**src/design/smc_pkg.sv**
```systemverilog
// Shared types, constants and helper functions of the sprite mask collision block.
// No dependencies; smc_ctrl, smc_dp, the top and the testbench import this package.
package smc_pkg;

    localparam int MAX_ROWS_DEF  = 128;
    localparam int ROW_WORDS_DEF = 4;
    localparam int STEP_W        = 6;
    localparam int DIM_W         = 8;

    localparam logic [1:0] ACT_LOAD_A = 2'd0;
    localparam logic [1:0] ACT_LOAD_B = 2'd1;
    localparam logic [1:0] ACT_TEST   = 2'd2;

    localparam logic [1:0] REG_WIDTH_A  = 2'd0;
    localparam logic [1:0] REG_HEIGHT_A = 2'd1;
    localparam logic [1:0] REG_WIDTH_B  = 2'd2;
    localparam logic [1:0] REG_HEIGHT_B = 2'd3;

    typedef struct packed {
        logic [1:0]         action;
        logic [6:0]         row;
        logic [1:0]         word_index;
        logic [31:0]        word_data;
        logic signed [15:0] pos_ax;
        logic signed [15:0] pos_ay;
        logic signed [15:0] pos_bx;
        logic signed [15:0] pos_by;
    } t_in;

    typedef struct packed {
        logic hit;
        logic boxes_overlap;
    } t_out;

    typedef struct packed {
        logic              load;
        logic              latch;
        logic              box;
        logic              setup;
        logic              issue;
        logic [DIM_W-1:0]  row;
        logic [STEP_W-1:0] step;
    } t_cmd;

    typedef struct packed {
        logic              overlap;
        logic [DIM_W-1:0]  ih;
        logic [STEP_W-1:0] na;
    } t_status;

    typedef enum logic [2:0] {
        ST_IDLE,
        ST_BOX,
        ST_SETUP,
        ST_WALK,
        ST_DRAIN,
        ST_DONE
    } t_state;

    function automatic logic [31:0] clip_word(logic [31:0] data, logic [15:0] start,
                                              logic [15:0] w);
        logic [15:0] d;
        d = w - start;
        if (w <= start) begin
            clip_word = 32'h0000_0000;
        end else if (d >= 16'd32) begin
            clip_word = data;
        end else begin
            clip_word = data & (32'hFFFF_FFFF << (6'd32 - d[5:0]));
        end
    endfunction

endpackage

```
**src/design/smc_ctrl.sv**
```systemverilog
// Sequencer of the sprite mask collision block: loads, box test and row/word walk.
// Depends on smc_pkg.
module smc_ctrl import smc_pkg::*; (
    input  logic       i_clk,
    input  logic       i_rst_n,
    input  logic       i_start,
    input  logic [1:0] i_action,
    input  t_status    i_status,
    output t_cmd       o_cmd,
    output logic       o_busy,
    output logic       o_strobe
);
    t_state            r_state, n_state;
    logic [DIM_W-1:0]  r_row, n_row;
    logic [STEP_W-1:0] r_step, n_step;

    always_ff @(posedge i_clk) begin
        if (!i_rst_n) begin
            r_state <= ST_IDLE;
            r_row   <= '0;
            r_step  <= '0;
        end else begin
            r_state <= n_state;
            r_row   <= n_row;
            r_step  <= n_step;
        end
    end

    always_comb begin
        n_state      = r_state;
        n_row        = r_row;
        n_step       = r_step;
        o_cmd        = '0;
        o_cmd.row    = r_row;
        o_cmd.step   = r_step;
        o_busy       = (r_state != ST_IDLE);
        o_strobe     = 1'b0;
        case (r_state)
            ST_IDLE: begin
                if (i_start) begin
                    o_cmd.load = (i_action == ACT_LOAD_A) || (i_action == ACT_LOAD_B);
                    if (i_action == ACT_TEST) begin
                        o_cmd.latch = 1'b1;
                        n_state     = ST_BOX;
                    end
                end
            end
            ST_BOX: begin
                o_cmd.box = 1'b1;
                n_state   = ST_SETUP;
            end
            ST_SETUP: begin
                o_cmd.setup = 1'b1;
                n_row       = '0;
                n_step      = '0;
                n_state     = i_status.overlap ? ST_WALK : ST_DONE;
            end
            ST_WALK: begin
                o_cmd.issue = 1'b1;
                if (r_step == i_status.na) begin
                    n_step = '0;
                    if (r_row == i_status.ih - 8'd1) begin
                        n_state = ST_DRAIN;
                    end else begin
                        n_row = r_row + 8'd1;
                    end
                end else begin
                    n_step = r_step + 6'd1;
                end
            end
            ST_DRAIN: begin
                n_state = ST_DONE;
            end
            ST_DONE: begin
                o_strobe = 1'b1;
                n_state  = ST_IDLE;
            end
            default: begin
                n_state = ST_IDLE;
            end
        endcase
    end
endmodule

```
**config.mk**
```make
export PLATFORM = sky130hd
export DESIGN_NAME = smc_ctrl
export DESIGN_NICKNAME = d
export VERILOG_FILES = /design/src/design/smc_pkg.sv /design/src/design/smc_ctrl.sv
export SDC_FILE = /design/constraint.sdc
export NUM_CORES = 1
export LEC_CHECK = 0
export ABC_AREA = 1
export BUFFER_PORTS_ARGS = -buffer_cell sky130_fd_sc_hd__buf_4
export CORE_UTILIZATION = 50
export DETAILED_ROUTE_END_ITERATION = 10
export PLACE_DENSITY = 0.89
export SYNTH_ARGS = -nofsm -noshare
export SYNTH_HDL_FRONTEND = slang
export SYNTH_SLANG_ARGS = --single-unit
```
**constraint.sdc**
```tcl
create_clock -name i_clk -period 4.1 [get_ports i_clk]
set_input_delay 0.205 -clock i_clk [delete_from_list [all_inputs] [get_ports i_clk]]
set_output_delay 0.205 -clock i_clk [all_outputs]
set_load 0.005 [all_outputs]
```
## After elaboration in Yosys (flattened, before gate mapping)

Cells that the tools add are included.

| word-level totals | value |
|---|---|
| bits in registers | 17 |
| bits in latches | 0 |
| RAM bits | 0 |
| memory bits (read-only) | 0 |
| word-level logic and storage cells | 45 |
| memories kept | 0 |

| cells by class | value |
|---|---|
| add/subtract/negate cells | 3 |
| multipliers | 0 |
| divide/modulo/power cells | 0 |
| $lt $le $gt $ge | 0 |
| equality and inequality tests | 14 |
| shift operators | 0 |
| multiplexer cells | 18 |
| bitwise logic cells | 0 |
| reduce and logical (&&, ||, !) cells | 7 |

Operators with widths:

| kind | number |
|---|---|
| 8-bit two-way mux | 2 |
| 8-bit one-hot mux with 2 select lines | 1 |
| 3-bit two-way mux | 5 |
| 3-bit one-hot mux with 5 select lines | 1 |
| 6-bit one-hot mux with 2 select lines | 1 |
| 2-bit != test (second input constant) | 5 |
| 8-bit by 1-bit adder with 8-bit output (second input constant) | 1 |
| 8-bit == test | 1 |
| 8-bit by 1-bit subtractor with 8-bit output (second input constant) | 1 |
| 6-bit by 1-bit adder with 6-bit output (second input constant) | 1 |
| 3-bit by 2-bit == test with 1-bit output (second input constant) | 2 |
| 3-bit == test (second input constant) | 2 |
| 6-bit == test | 1 |
| 6-bit two-way mux | 1 |
| 1-bit two-way mux | 5 |
| 2-bit two-way mux | 2 |
| 4-bit AND reduction | 1 |
| 3-bit by 1-bit == test with 1-bit output (second input constant) | 1 |
| 3-bit logical NOT | 1 |
| 3-bit AND reduction | 1 |
| 3-bit nonzero test | 1 |
| 2-bit by 1-bit == test with 1-bit output (second input constant) | 1 |
| 2-bit == test (second input constant) | 1 |
| 2-bit logical NOT | 1 |
| other kinds (2) | 2 |

## Longest topological paths before layout

| depth | value |
|---|---|
| word-level depth | 5 |
| mapped depth | 15 |
| mapped depth without buffers | 15 |

## Worst setup path after synthesis

Ideal clock, no wire load.

| timing | value |
|---|---|
| kind | input-to-reg |
| start point | in i_status[6] in the netlist's numbering |
| end point | reg r_row[6] |
| library setup time | 0.132 ns |
| data arrival time | 1.431 ns |
| data required time | 3.968 ns |
| setup slack | 2.536 ns |
| cell stages on the path | 15 |
| path buffers | 0 |
| cell sequence | inv_1 -> ha_1 -> inv_1 -> nand2_1 -> nand2_1 -> nor2_1 -> nand2_1 -> nor2_1 -> nand2_1 -> nor2_2 -> nand2_4 -> nand2_8 -> nand2_2 -> nand2_1 -> a21oi_1 |

| on the way | value |
|---|---|
| longest elaborated chain between the ends | 4 |

Ends and longest elaborated chain:

| element | line | text |
|---|---|---|
| from (decl) | smc_ctrl.sv:8 | `input t_status i_status,` |
| 8-bit by 1-bit subtractor with 8-bit output | smc_ctrl.sv:62 | `if (r_row == i_status.ih - 8'd1) begin` |
| 8-bit == test | smc_ctrl.sv:62 |  |
| 2-bit != test (no line) | -- |  |
| 3-bit AND reduction (no line) | -- |  |
| to (signal assigned) | smc_ctrl.sv:24 | `r_row <= n_row;` |
| to (decl) | smc_ctrl.sv:14 | `logic [DIM_W-1:0] r_row, n_row;` |

No other way between the ends.
A chain may end at the register's enable or synchronous reset.

## Worst setup path after layout

| timing | value |
|---|---|
| start point | reg r_row[0] |
| end point | reg r_row[2] |

| on the way | value |
|---|---|
| longest elaborated chain between the ends | 4 |

Ends and longest elaborated chain:

| element | line | text |
|---|---|---|
| 8-bit by 1-bit adder with 8-bit output | smc_ctrl.sv:65 | `n_row = r_row + 8'd1;` |
| 8-bit two-way mux | smc_ctrl.sv:62 |  |
| 8-bit two-way mux | smc_ctrl.sv:60 | `if (r_step == i_status.na) begin` |
| 8-bit one-hot mux with 2 select lines | smc_ctrl.sv:38 | `case (r_state)` |

Several ways; a longest one is shown, not always the timed one. The select of a mux whose other input is x is not followed.

==> out/summary.txt <==
Sink Count = 17
gp weighted congestion = 0.8729
Setup crit end kind = register
RSZ-0062 raised after global routing = no
NumNets Final = 284
Worst Setup Path Type = register to register
DRT Pass-1 Iters = 4
most common cell after layout, fill and taps aside = nand2_1
Die Wd = 54.08 um
Clock Pin Slew Worst Setup and Hold Paths = 0.11 ns
Pint = 261.6 uW
Syn Area/Cell = 6.250 um^2
CTS root buffer = clkbuf_4
HPWL after DPL = 2.477 mm
post-synth top area share = 0.2509
critical path launch point type = register
Max Cap Violations = 0
Hold Path Stages = 3
Hold Crit Class = primary input to register
final std cells w/o fill = 290
antenna violation net count after detailed routing = 0
initial antenna violation count = 0
largest net degree at the start of global routing = 14
LEAKAGE = 0.8315 nW
wire length per cell = 10.61 um
Power Density = 231.7 nW/um^2
combinational share of power = 0.325
top cell type by total area after synthesis = dfxtp_1
num ports = 41
Final Hold Vio Count = 0
Worst IR Drop VDD = 0.2149 mV
vias in the first global route = 1272
Synth area leaders = dfxtp_1, nand2_1, inv_1, nand3_1, nor2_1
vias after detailed routing = 1467
multiplexer share of the synthesized area = 0
post-CTS setup buffer count = 0
final slew viol count = 0
Clock Latency Late Sink = 0.30 ns
Synth Area in Adders = 0.02768
CP max FO = 9
WL final = 3.078 mm
Most Frequent Cell on Critical Path = nand2_1
Num CTS Buffers = 3
relative slew slack = 0.7169
P_sw = 136.2 uW
Area Growth Syn to Fin = 26.57%
WP data arrival = 1.81 ns
Yosys warning count = 0
Worst Path Required = 4.26 ns
share of layout cells above drive strength 1 = 0.2346
Port Buffers = 40
Die Span Y = 54.08 um
Final Critical Period = 1.645 ns
post-CTS resize count = 0
commonest non-fill, non-tap cells in the layout = nand2_1, buf_4, inv_1
worst reg2reg path depth = 13
final setup fails = 0
mapped cell area = 1356 um^2
clock skew = 0.01309 ns
core footprint = 2522 um^2
H-Tree Depth = 1
CP Cell Sequence = inv_1 > nand2_1 > nand2_1 > nor2_1 > nand2_1 > nor2_1 > nand2_1 > nor2_2 > nand2_4 > nand2_8 > nand2_2 > nand2_1 > a21oi_1
initial core utilization = 0.5377
routed vias/inst = 5.059
Post-Syn Instances = 217
XOR/XNOR share of the synthesized area = 0.09686
post-synth cell types = 29
Setup TNS = 0 ns
Inst Count DP = 286
full die area = 2925 um^2
Seq/Total Area, Yosys = 0.2509
drt drc = 0
Largest stage delay, worst path = 0.44 ns
Slew @ Worst Pin = 0.4242 ns
clock power share = 0.232
DRT iter0 DRCs = 39
CP delay by family, top = simple AND/OR/NAND/NOR gates
Layout fillers = 212
syn_nets = 240
diode count = 0
placed inst area = 1690 um^2
Fmax = 607.7 MHz
CTS tree = done
simple-gate share of the synthesized area = 0.4308
Hold Buf Count CTS = 0
Buf/Inv on CP = 1
compound-cell area share of the yosys netlist = 0.09963
largest family of logic cells by synthesized area = simple AND/OR/NAND/NOR gates
final instance area = 1717 um^2
Tot GR Track Use = 0.2347
status = finished, final reports clean
#FFs+latches synth = 17
Clock Path Buffers = 2
sw frac = 0.3424
first-pass GRT wire length = 4.961 mm
fin crit share = 0.4013
Crit path depth = 13
Crit-path slowest cell = dfxtp_1
gr ovfl total = 0
num rows = 18
Reg power frac = 0.443
[path summary, 6_finish.rpt]
path	startpoint	end	slack [ns]
setup / recovery	r_row[0]	r_row[2]	2.45
hold / removal	i_rst_n	r_state[1]	0.16
setup reg to reg	r_row[0]	r_row[2]	2.45
hold reg to reg	r_step[5]	r_step[5]	0.54
[cells by family (layout without fill, tap and decap cells)]
group           count (synthesis)  in the layout
fa+ha+maj                       3              3
flops                          17             17
compound gates                 24             24
xor+xnor                       15             15
buf+inv                        34             77
simple gates                  124            124
[power groups by stage]
stage	Clock (mW)	Sequential [mW]	Combinational, mW
floorplan	0	0.179	0.0805
global placement	0	0.180	0.127
global route	0.0998	0.177	0.144
finish	0.0921	0.176	0.129
CTS	0.0925	0.176	0.130
detailed placement	0	0.180	0.129
[area by class of cell]
cell class,instances,area (um^2),share of cell area
Sequential cell,17,340.3,0.1983
Clock buffer,4,26.28,0.01531
Inverter,33,123.9,0.07216
Timing Repair Buffer,40,300.3,0.1749
Multi-Input combinational cell,166,888.4,0.5175
Tap cell,30,37.54,0.02187
[Yosys cell counts]
cell type / n
nand2_8: 1
and3_1: 1
nand3b_1: 1
nand2_4: 1
a221oi_1: 1
nor3b_1: 1
dfxtp_1: 17
inv_1: 30
nand3_1: 21
nor2_4: 2
nand2_1: 54
nand2_2: 4
nand4_1: 3
nor2_1: 24
o22ai_1: 1
xnor2_1: 7
a21oi_1: 15
o21ai_1: 1
nor2_2: 6
ha_1: 3
o21bai_1: 1
clkbuf_1: 1
a211oi_1: 2
nor3_1: 4
o31ai_1: 1
o21ai_0: 2
inv_2: 3
xor2_1: 8
nor3_2: 1
[worst register-to-register path, delay by kind of cell (launching register included)]
| kind | cells | cell delay, ns |
|---|---|---|
| and+or+nand+nor | 11 | 0.89 |
| DFF | 1 | 0.44 |
| AOI/OAI and AO/OA | 1 | 0.06 |
| buffers and inverters | 1 | 0.13 |
[through the flow]
step	worst slack [ns]	util	hold WS [ns]	power [mW]
after detailed placement	2.260	0.6701	0.4452	0.3088
final	2.455	0.6806	0.1556	0.3977
after global routing	2.294	0.6806	0.1583	0.4210
after CTS	2.457	0.6806	0.1502	0.3982
after floorplan	2.536	-	0.3092	0.2594
after global placement	2.299	0.6701	0.4587	0.3071
[sequential cells by signal (all words and copies together), names as in the netlist]
name,cells
r_row,8
r_step,6
r_state,3
[routing by layer]
layer | part of all wire | routed length, um | vias up | track usage
met3 | 0.039 | 119 | 4 | 0.04237
met4 | 0.012 | 38 | 0 | 0.1026
li1 | - | - | 777 | -
met5 | 0 | 0 | - | 0
met2 | 0.47 | 1451 | 32 | 0.4115
met1 | 0.48 | 1468 | 654 | 0.2758
(Power assumes the default switching activity.)
